<file path="config.mk">
export PLATFORM = sky130hd
export DESIGN_NAME = lcs_ram
export DESIGN_NICKNAME = d
export VERILOG_FILES = /design/src/hw/rtl/lcs_ram.sv
export SDC_FILE = /design/constraint.sdc
export NUM_CORES = 1
export LEC_CHECK = 0
export BUFFER_PORTS_ARGS = -buffer_cell sky130_fd_sc_hd__buf_2
export CORE_ASPECT_RATIO = 2
export CORE_UTILIZATION = 54
export CTS_CLUSTER_DIAMETER = 50
export DETAILED_ROUTE_END_ITERATION = 10
export HOLD_SLACK_MARGIN = 0.06
export PLACE_DENSITY = 0.72
export SLEW_MARGIN = 25
export SYNTH_ARGS = -nofsm -noshare
export SYNTH_HDL_FRONTEND = slang
export SYNTH_SLANG_ARGS = --single-unit
export TNS_END_PERCENT = 10
</file>
<file path="constraint.sdc">
create_clock -name clock -period 1.76 [get_ports clock]
set_input_delay 0.352 -clock clock [delete_from_list [all_inputs] [get_ports clock]]
set_output_delay 0.352 -clock clock [all_outputs]
set_load 0.02 [all_outputs]
</file>
<file path="src/hw/rtl/lcs_ram.sv">
// Generic single-port synchronous RAM with registered read data.
// Depends on nothing.
`timescale 1ns / 1ps
`default_nettype none
module lcs_ram #(
   parameter int WIDTH = 8,
   parameter int DEPTH = 16
) (
   input  wire logic                     clock,
   input  wire logic                     we,
   input  wire logic [$clog2(DEPTH)-1:0] addr,
   input  wire logic [WIDTH-1:0]         wdata,
   output logic      [WIDTH-1:0]         rdata
);
   logic [WIDTH-1:0] mem [DEPTH];

   // One write or one read per cycle; read data is registered and appears in the next cycle.
   always_ff @(posedge clock) begin
      if (we) begin
         mem[addr] <= wdata;
      end
      rdata <= mem[addr];
   end
endmodule
`default_nettype wire

</file>
## Word-level counts from Yosys, hierarchy flattened

Memories as Yosys holds them, arrays and structs flattened. A register that Yosys moved wholly into a read port is not among the register bits.
Index checks and enable logic that the tools add are counted.

| cells by class | value |
|---|---|
| $mul | 0 |
| multiplexer cells | 2 |
| magnitude comparators | 0 |
| bitwise operators | 0 |
| divide/modulo/power cells | 0 |
| equal/unequal tests | 0 |
| shift-type cells | 0 |
| add/subtract/negate cells | 0 |
| reduce and logical (&&, ||, !) cells | 0 |

Operators with widths:

| operator | count |
|---|---|
| $mux 1 | 2 |

| storage, ports and cells | value |
|---|---|
| register bits | 0 |
| logic and storage cells | 3 |
| RAM bits | 128 |
| input bits | 14 |
| memories kept | 1 |
| bits in read-only memories | 0 |
| latch bits | 0 |

Memory list:

| memory | words | width | rd ports | clocked after Yosys merged registers in | write ports | RTL line | text |
|---|---|---|---|---|---|---|---|
| mem | 16 | 8 | 1 | 1 | 1 | 15 | `logic [WIDTH-1:0] mem [DEPTH];` |

## Depth between registers and ports, before layout

| depth | value |
|---|---|
| depth in word-level cells | 2 |
| gate-level depth with buffers | 5 |

## Worst setup path after synthesis

No wires, ideal clock.

| timing path | value |
|---|---|
| path kind | input-to-reg |
| start point | input addr[2] |
| end point | memory mem[0][0] (enable) |
| path buffers | 0 |
| path slack | -85 ps |
| required time | 1,377 ps |
| cell stages on the path | 2 |
| arrival time | 1,462 ps |
| library setup time | 383 ps |
| cells stage by stage | or3b_2 > nor3_1 |

RTL lines:

| element | RTL line | text |
|---|---|---|
| start: declaration | 11 | `input wire logic [$clog2(DEPTH)-1:0] addr,` |
| end: declaration | 15 |  |

No word-level cell before the write port.

==> metrics <==
GPL Wtd Cong 0.852; Die Ht roughly 140 um; starting density of the core 55.8%; slew margin rel. 75.8%; GRT Util Overall 22.8%; largest net degree at the start of global routing 17; I/O Pins 22; Syn Area/Cell 22.0 um2; vias per cell 6.02; core area 9070 um2; Clock Tree Root clkbuf_16; vias in the first global route 2,604; cell count after synthesis 230; Post-route DRC 6; average routed wire per standard cell 24.4 um; Critical Path End Type flop; DP Worst Slack 0.0412 ns; count of pins over their slew limit 0; Detail Route Antenna Nets 0; slew of the pin with the lowest slew margin 0.363 ns; Reg area 4000 um2; CTS Hold Buffers Added 0; first-pass GRT wire length 15.1 mm; Hold Violations, Final 0; TritonCTS Buffers 17; Final nets ~300; Setup crit start kind flop; Area Growth Syn to Fin 20.0%; # H-tree levels 4; minimum clock period 1.34 ns; Synth Register Bits approximately 140; Clock Skew 0.00637 ns; CTS tree yes; Post-Syn Nets 244; Fmax 0.748 GHz; overall die area 9800 um2; Leak Pwr ~2.1 nW; Crit path arrival time 1.63 ns; crit path kind reg2reg; Cell Area, Synth 5070 um2; worst vdd ir 829 uV; layout cell share with drive strength beyond 1 37.4%; Clock Tree Buf Depth 2; post-CTS setup buffers 0; # rows 49; Final Setup Violations 0; Final Core Density 67.0%; initial antenna violation count 0; RSZ-0062 raised after global routing no; # diodes 0; PortBufs 21; Final Hold Slack 0.323 ns; Filler cells about 590; Min-Delay Path Class in2reg; status finished, violations left; power per cell area approximately 1200 nW/um2; fin area 6080 um2; DPL Wire Length 6.52 mm; final worst slack between 0.4 and 0.5 ns; Yosys warning count 0; multi-input logic area slightly above 1000 um2; Pre-Repair DR Iteration Count 8; clk_lat worst skew 0.41 ns; vias 2,433; Sink Count 136; violations in the final reports DRC; final WL 9.86 mm; die width a little over 70 um; total gr overflow 0; Final period util between 70% and 80%; worst endpoint required time ~2 ns; sequential fraction of the synthesis area 79.0%; max_cap viols 0; Initial DRC Count 249; Reg clk slew, reported paths about 0.05 ns; critical path fanouts, max 1; Post-CTS Resized 0; Synth cell types 18; power consumption 0.00731 W; Placement Cell Area approximately 5500 um2
## synth_stat cells, drive strengths merged
cell type	count	area [um2]
dfxtp	8	160
edfxtp	128	3840
nor2	13	48.8
a22oi	16	120
nor3	4	20.0
nand3b	2	15.0
nand3	1	5.00
nand2b	2	12.5
clkbuf	3	12.5
nand2	9	33.8
and2	1	6.26
or3b	1	8.76
nor2b	2	12.5
mux4	32	721
buf	8	47.5
## logic make-up after synthesis
family / synth area share (%)
compound gates: 2.37
buf+inv: 1.19
flops: 79.0
mux: 14.2
simple gates: 3.21
## cell usage in the layout, fill, tap and decap left out
cell	count
a22oi_1	16
and2_1	1
buf_12	4
buf_2	21
buf_4	26
bufinv_16	1
clkbuf_1	3
clkbuf_16	17
clkbuf_8	4
clkinv_1	1
clkinv_2	4
clkinv_4	1
clkinvlp_4	1
dfxtp_1	8
edfxtp_1	128
mux4_2	32
nand2_1	9
nand2b_1	2
nand3_1	1
nand3b_1	2
nor2_1	13
nor2b_1	2
nor3_1	3
nor3_2	1
or3b_2	1
## through the flow
stage / setup TNS [ns] / std cells
floorplan: -1.55 / 230
global placement: 0 / 372
detailed placement: 0 / 372
CTS: 0 / 404
global route: 0 / 404
finish: 0 / 404
## path summary, 6_finish.rpt
kind / cells after the start / start / to / slack, ns
worst max-delay path: 3 / mem[8][1] / rdata[1] / 0.42
worst min-delay path: 1 / wdata[7] / mem[10][7] / 0.32
worst max register to register: 3 / mem[8][1] / rdata[1] / 0.42
worst min register to register: 3 / mem[14][7] / rdata[7] / 0.69
## metal layers
metal | vias to the layer above | GRT usage (%) | wire length (um)
li1 | 1077 | - | -
met5 | - | 0 | 0
met1 | 1248 | 26.2 | 3580
met4 | 0 | 12.5 | 283
met2 | 80 | 38.4 | 5530
met3 | 28 | 5.96 | 479
## worst max-delay path, stage by stage (launching register included)
cell and delay [ns]:
edfxtp_1 0.40, mux4_2 0.48, a22oi_1 0.25, nand2_1 0.08
## area by class of cell
cell class | instances | area share [%]
multi-input combinational | 83 | 16.6
tap | 102 | 2.10
timing repair buffer | 51 | 6.25
clock buffer | 24 | 8.08
sequential | 136 | 65.8
clock inverter | 8 | 1.15
## where the power goes
| group | switching, W | leakage (nW) | internal (W) |
|---|---|---|---|
| clock network | 0.00120 | 0.277 | 0.00208 |
| registers | 0.0000239 | 1.22 | 0.00362 |
| logic | 0.000216 | 0.570 | 0.000165 |
## state kept, by name (all words and copies together), names as in the netlist
| signal | count |
|---|---|
| mem | 128 |
| rdata | 8 |
Power figures use the tool's default switching activity.
