## src/hw/rtl/lcs_divider.sv

```systemverilog
// Restoring divider, one quotient bit per cycle.
// Depends on nothing; used for the modulo reduction and the ticket shares.
`timescale 1ns / 1ps
`default_nettype none
module lcs_divider #(
   parameter int WIDTH = 32
) (
   input  wire logic             clock,
   input  wire logic             reset,
   input  wire logic             start,
   input  wire logic [WIDTH-1:0] dividend,
   input  wire logic [WIDTH-1:0] divisor,
   output logic                  done,
   output logic      [WIDTH-1:0] quotient,
   output logic      [WIDTH-1:0] remainder
);
   localparam int CW = $clog2(WIDTH + 1);
   logic [WIDTH-1:0] rem_ff, quo_ff, div_ff;
   logic [CW-1:0]    cnt_ff;
   logic             busy_ff, done_ff;
   logic [WIDTH:0]   trial;

   assign trial     = {rem_ff, quo_ff[WIDTH-1]} - {1'b0, div_ff};
   assign done      = done_ff;
   assign quotient  = quo_ff;
   assign remainder = rem_ff;

   // Shift in one dividend bit a cycle and subtract when it fits.
   always_ff @(posedge clock) begin
      if (reset) begin
         busy_ff <= 1'b0;
         done_ff <= 1'b0;
         cnt_ff  <= '0;
      end else begin
         done_ff <= 1'b0;
         if (start) begin
            busy_ff <= 1'b1;
            rem_ff  <= '0;
            quo_ff  <= dividend;
            div_ff  <= divisor;
            cnt_ff  <= CW'(WIDTH);
         end else if (busy_ff) begin
            if (!trial[WIDTH]) begin
               rem_ff <= trial[WIDTH-1:0];
               quo_ff <= {quo_ff[WIDTH-2:0], 1'b1};
            end else begin
               rem_ff <= {rem_ff[WIDTH-2:0], quo_ff[WIDTH-1]};
               quo_ff <= {quo_ff[WIDTH-2:0], 1'b0};
            end
            cnt_ff <= cnt_ff - CW'(1);
            if (cnt_ff == CW'(1)) begin
               busy_ff <= 1'b0;
               done_ff <= 1'b1;
            end
         end
      end
   end
endmodule
`default_nettype wire

```

## config.mk

```make
export PLATFORM = sky130hd
export DESIGN_NAME = lcs_divider
export DESIGN_NICKNAME = d
export VERILOG_FILES = /design/src/hw/rtl/lcs_divider.sv
export SDC_FILE = /design/constraint.sdc
export NUM_CORES = 1
export LEC_CHECK = 0
export BUFFER_PORTS_ARGS = -buffer_cell sky130_fd_sc_hd__buf_2
export CORE_ASPECT_RATIO = 0.6
export CORE_MARGIN = 2
export CORE_UTILIZATION = 35
export CTS_CLUSTER_SIZE = 28
export DETAILED_ROUTE_END_ITERATION = 8
export GPL_ROUTABILITY_DRIVEN = 0
export GPL_TIMING_DRIVEN = 0
export SKIP_CTS_REPAIR_TIMING = 1
export SLEW_MARGIN = 20
export SYNTH_ARGS = -nofsm -noshare
export SYNTH_HDL_FRONTEND = slang
export SYNTH_SLANG_ARGS = --single-unit
```

## constraint.sdc

```tcl
create_clock -name clock -period 10.3 [get_ports clock]
set_input_delay 1.545 -clock clock [delete_from_list [all_inputs] [get_ports clock]]
set_output_delay 1.545 -clock clock [all_outputs]
set_load 0.01 [all_outputs]
```

### Word-level counts from Yosys, hierarchy flattened

Index checks and enable logic that the tools add are counted.

* add/subtract/negate cells: 2
* multiply operators: 0
* divide/modulo/power cells: 0
* order comparisons: 0
* equality and inequality tests: 1
* shift operators: 0
* multiplexer cells: 11
* bitwise logic cells: 2
* reductions and logical operators: 5

Operators by type and width (number)
* 32-bit 2-to-1 mux: 4
* 33-bit by 32-bit subtractor with 33-bit output: 1
* 6-bit 2-to-1 mux: 2
* 6-bit by 1-bit == test with 1-bit output, second input constant: 1
* 6-bit by 1-bit subtractor with 6-bit output, second input constant: 1
* 1-bit 2-to-1 mux: 5
* 2-bit AND reduction: 2
* 3-bit OR reduction: 1
* 1-bit inverter: 2
* 2-bit nonzero test: 1
* 2-bit OR reduction: 1

* register bits after elaboration: 104
* latch bits: 0
* memory bits (writable): 0
* ROM bits: 0
* output and inout port bits: 65
* memories kept: 0

### Logic depth before layout (Yosys ltp)

* word-level depth: 4
* depth in mapped cells: 13

### Worst setup path before layout

OpenSTA, ideal clock, no wires.

* kind: input -> register
* start: input port start
* end: register quo_ff[0] (netlist: quotient[0]), enable pin
* setup time: 0.486 ns
* arrival time: 4.772 ns
* required time: 9.814 ns
* setup slack: 5.042 ns
* stages: 4
* path buffers: 2
* cells stage by stage: clkbuf_1 -> clkbuf_1 -> nor2_1 -> nor2_1

* word-level cells in the longest chain between the ends: 2

Ends and longest elaborated chain
* from (decl): RTL line 10 `input wire logic start,`
* 2-bit nonzero test (no source line)
* 2-bit AND reduction (no source line)
* to (signal assigned): RTL line 39 `quo_ff <= dividend;`
* to (signal assigned): RTL line 45 `quo_ff <= {quo_ff[WIDTH-2:0], 1'b1};`
* to (signal assigned): RTL line 48 `quo_ff <= {quo_ff[WIDTH-2:0], 1'b0};`
* to (decl): RTL line 18 `logic [WIDTH-1:0] rem_ff, quo_ff, div_ff;`

Every way passes these cells.
A chain may end at the register's enable or synchronous reset.

### Worst setup path after layout

* start: register quo_ff[31] (netlist: quotient[31])
* end: register rem_ff[20] (netlist: remainder[20]) (data pin)

* word-level cells in the longest chain between the ends: 3

Ends and longest elaborated chain
* 33-bit by 32-bit subtractor with 33-bit output: RTL line 23 `assign trial = {rem_ff, quo_ff[WIDTH-1]} - {1'b0, div_ff};`
* 32-bit 2-to-1 mux: RTL line 43 `if (!trial[WIDTH]) begin`
* 32-bit 2-to-1 mux: RTL line 42 `end else if (busy_ff) begin`
* to (signal assigned): RTL line 44 `rem_ff <= trial[WIDTH-1:0];`
* to (signal assigned): RTL line 47 `rem_ff <= {rem_ff[WIDTH-2:0], quo_ff[WIDTH-1]};`
* to (decl): RTL line 18

Every way passes these cells. The select of a mux whose other input is x is not followed.

==> impl_metrics.yaml <==
run_status:
  status: "finished, final reports clean"
setup_path:
  crit_end: "remainder[20]$_SDFFCE_PP0P_"
  crit_path_max_incr_delay_ns: 0.41
  crit_path_cell_trace: "inv_1 -> ha_1 -> fa_1 -> nand2b_1 -> a21oi_1 -> o2111a_1 -> o21a_1 -> a221o_1 -> a21oi_4 -> xnor2_2 -> buf_6 -> mux2i_1 -> nor2_1"
  cp-startpoint: "quotient[31]$_DFFE_PP_"
  worst-setup-path-type: "reg2reg"
  cp-end-kind: "register"
  worst-path-buf-inv: 2
  cp.depth: 13
  reg2reg_to: "remainder[20]$_SDFFCE_PP0P_"
  r2r_cells: 13
  r2r_slack_ns: 6.60
  crit_path_max_fanout: 10
  crit_required_ns: 10.38
  worstPathArrival_ns: 3.78
  regToRegStartpoint: "quotient[31]$_DFFE_PP_"
  cpMaxStageDelayCell: "fa_1"
  crit_family: "compound AO/OA/AOI/OAI gates"
  cp-start-kind: "register"
routing:
  wl_met2_um: 6200
  wl_met3_um: 667
  ant_nets: 0
  drtIter0Drc: 227
  top_layer: "met4"
  met1_length_um: 7100
  viasPerCell: 4.88
  via_count: 4261
  drt_pass1_iterations: 5
  wirelength_um: 14100
  drc_errors: 0
  wire_per_inst_um: 16.1
logic_synthesis:
  synth-seq-area-share_pct: 52.3
  synth_xor_area_share_pct: 5.53
  yosysWarnings: 0
  syn-cell-area_um2: 5810
  synth_fp_nets: 598
  synth-main-ff-cell: "edfxtp_1"
  netlist_instances: 496
  synth-edff-count: 96
  synth_compound_gate_area_share_pct: 11.5
  synthSimpleGateAreaFrac_pct: 8.67
  synth_fa_ha_area_share_pct: 7.66
  synth_cell_types: 54
  synth.avg_cell_area_um2: 11.7
  synth-seq-cells: 104
  synth_top_family_by_area: "compound AO/OA/AOI/OAI gates"
  synthArstFlopShare_pct: 0
  muxShareOfSynthArea_pct: 10.5
clocking:
  clk_pin_slew_ns: 0.09
  cts.sinks: 104
  cts_buffers: 9
  cts_tree: "built"
  h-tree-depth: 3
  cts_max_path_buffers: 2
  clkLatencyLatePin_ns: 0.36
  root_buffer: "clkbuf_16"
timing:
  finalSetupTns_ns: 0
  final_max_slew_viol_count: 0
  fmax_mhz: 270
  worst_slack_ns: 6.60
  hold_viol: 0
  rsz0062_at_grt: "no"
  finalClockSkew_ns: 0.0175
  slew_headroom_pct: 52.4
  setup_viol: 0
  fin_crit_ns: 3.70
  finalCritPeriodShare_pct: 35.9
  worst_pin_slew_ns: 0.714
pwr:
  powerDensity_nw_per_um2: 175
  leakage_nw: 3.09
  ir_worst_vdd_v: 0.0000798
  p_total_mw: 1.25
grt:
  grt_usage_pct: 16.5
  antenna_found_initial: 0
  grt_max_degree: 26
  grt_pass1_wl_um: 23000
  grt_pass1_vias: 4327
  overflow: 0
run:
  maxCapViolCount: 0
cells_and_area:
  diodes: 0
  fin_util_pct: 44.1
  final_area_um2: 7160
  fin_nets: 743
  syn_to_final_growth_pct: 23.2
  drive_gt1_share_pct: 30.7
place:
  portBuffers: 130
  pre_cts_ws_ns: 6.63
  post_dp_cell_area_um2: 6860
  hpwl_um: 10900
min_path:
  worstHoldPathType: "reg2reg"
die:
  start_util_pct: 35.8
  rows: 36
  core_area_um2: 16300
  die_width_um: 170
  die_area_um2: 17700
  die_h_um: 104
  io_pins: 132
[power breakdown]
group	switching (mW)	leakage [nW]	internal, mW
Combinational	0.207	1.96	0.166
Sequential	0.0224	0.984	0.509
Clock	0.176	0.150	0.173
Total	0.406	3.09	0.849
[final cells by class]
type | count | area (µm²)
fillers | 1548 | 9100
plain buffers | 13 | 67.6
inverters | 41 | 154
repair buffers | 134 | 746
multi-input cells | 338 | 2560
clock inverters | 7 | 78.8
clock buffers | 9 | 225
well taps | 228 | 285
flip-flops and latches | 104 | 3040
[synth_stat cells, drive strengths merged, types with 2 or more instances]
master / number / area share (%)
a21oi: 33 / 3.0
nor3: 4 / 0.34
xor2: 15 / 2.4
inv: 41 / 2.6
nand2: 23 / 1.5
dfxtp: 8 / 2.8
o221a: 2 / 0.39
nor2: 50 / 3.2
xnor2: 20 / 3.1
nand3: 9 / 0.77
buf: 6 / 0.71
o21ai: 20 / 1.7
mux2: 31 / 6.0
a21bo: 2 / 0.34
and3: 7 / 0.75
a31oi: 2 / 0.22
clkbuf: 7 / 0.45
nand2b: 7 / 0.75
o211ai: 3 / 0.39
nor2b: 3 / 0.32
nand4: 2 / 0.22
a21o: 10 / 1.3
a31o: 2 / 0.30
o21a: 3 / 0.39
mux2i: 26 / 4.5
a211oi: 6 / 1.0
edfxtp: 96 / 50
a211o: 2 / 0.30
o31ai: 4 / 0.52
and2: 3 / 0.32
ha: 34 / 7.3
[worst min-delay path by stage]
stage	start	endpoint	cells after the start
after floorplan	cnt_ff[0]$_SDFFE_PP0P_	cnt_ff[0]$_SDFFE_PP0P_	2
after global placement	cnt_ff[0]$_SDFFE_PP0P_	cnt_ff[0]$_SDFFE_PP0P_	2
after detailed placement	cnt_ff[1]$_SDFFE_PP0P_	cnt_ff[1]$_SDFFE_PP0P_	2
after CTS	cnt_ff[1]$_SDFFE_PP0P_	cnt_ff[1]$_SDFFE_PP0P_	2
after global routing	cnt_ff[0]$_SDFFE_PP0P_	cnt_ff[0]$_SDFFE_PP0P_	2
final	cnt_ff[0]$_SDFFE_PP0P_	cnt_ff[0]$_SDFFE_PP0P_	2
[worst register-to-register path: stages, from the launching register on]
cell and delay, ns:
edfxtp_1 0.38, inv_1 0.05, ha_1 0.22, fa_1 0.41, nand2b_1 0.20, a21oi_1 0.23
o2111a_1 0.28, o21a_1 0.31, a221o_1 0.31, a21oi_4 0.10, xnor2_2 0.37, buf_6 0.26
mux2i_1 0.26, nor2_1 0.06
[stage by stage]
stage / hold slack [ns] / cells
6_report: 0.513 / 874
5_1_grt: 0.547 / 874
4_1_cts: 0.512 / 874
3_5_place_dp: 0.500 / 858
3_3_place_gp: 0.477 / 854
2_1_floorplan: 0.467 / 496
[metal layers]
layer	vias to the layer above	global-route usage, %
met2	112	24.5
met5	-	0
met4	0	3.66
met3	11	3.94
met1	2036	24.2
li1	2102	-
[registers in the layout, indices dropped and copies added, names as in the netlist]
signal,cells
done,1
quotient,32
div_ff,32
cnt_ff,6
busy_ff,1
remainder,32
[cell usage in the layout, fill, tap and decap left out, drive strengths merged, types with 16 or more instances in the layout]
master / instances
clkbuf: 16
nor2: 50
mux2: 31
edfxtp: 96
mux2i: 26
o21ai: 20
ha: 34
a21oi: 33
xnor2: 20
inv: 45
buf: 140
nand2: 23
[cells by family (layout without fill, tap and decap cells)]
group	count (synthesis)	after routing
buffers and inverters	54	204
AOI/OAI and AO/OA	99	99
and+or+nand+nor	112	112
muxes	57	57
xor gates and xnor gates	35	35
DFF	104	104
adders and majority gates	35	35
Power figures use the tool's default switching activity.
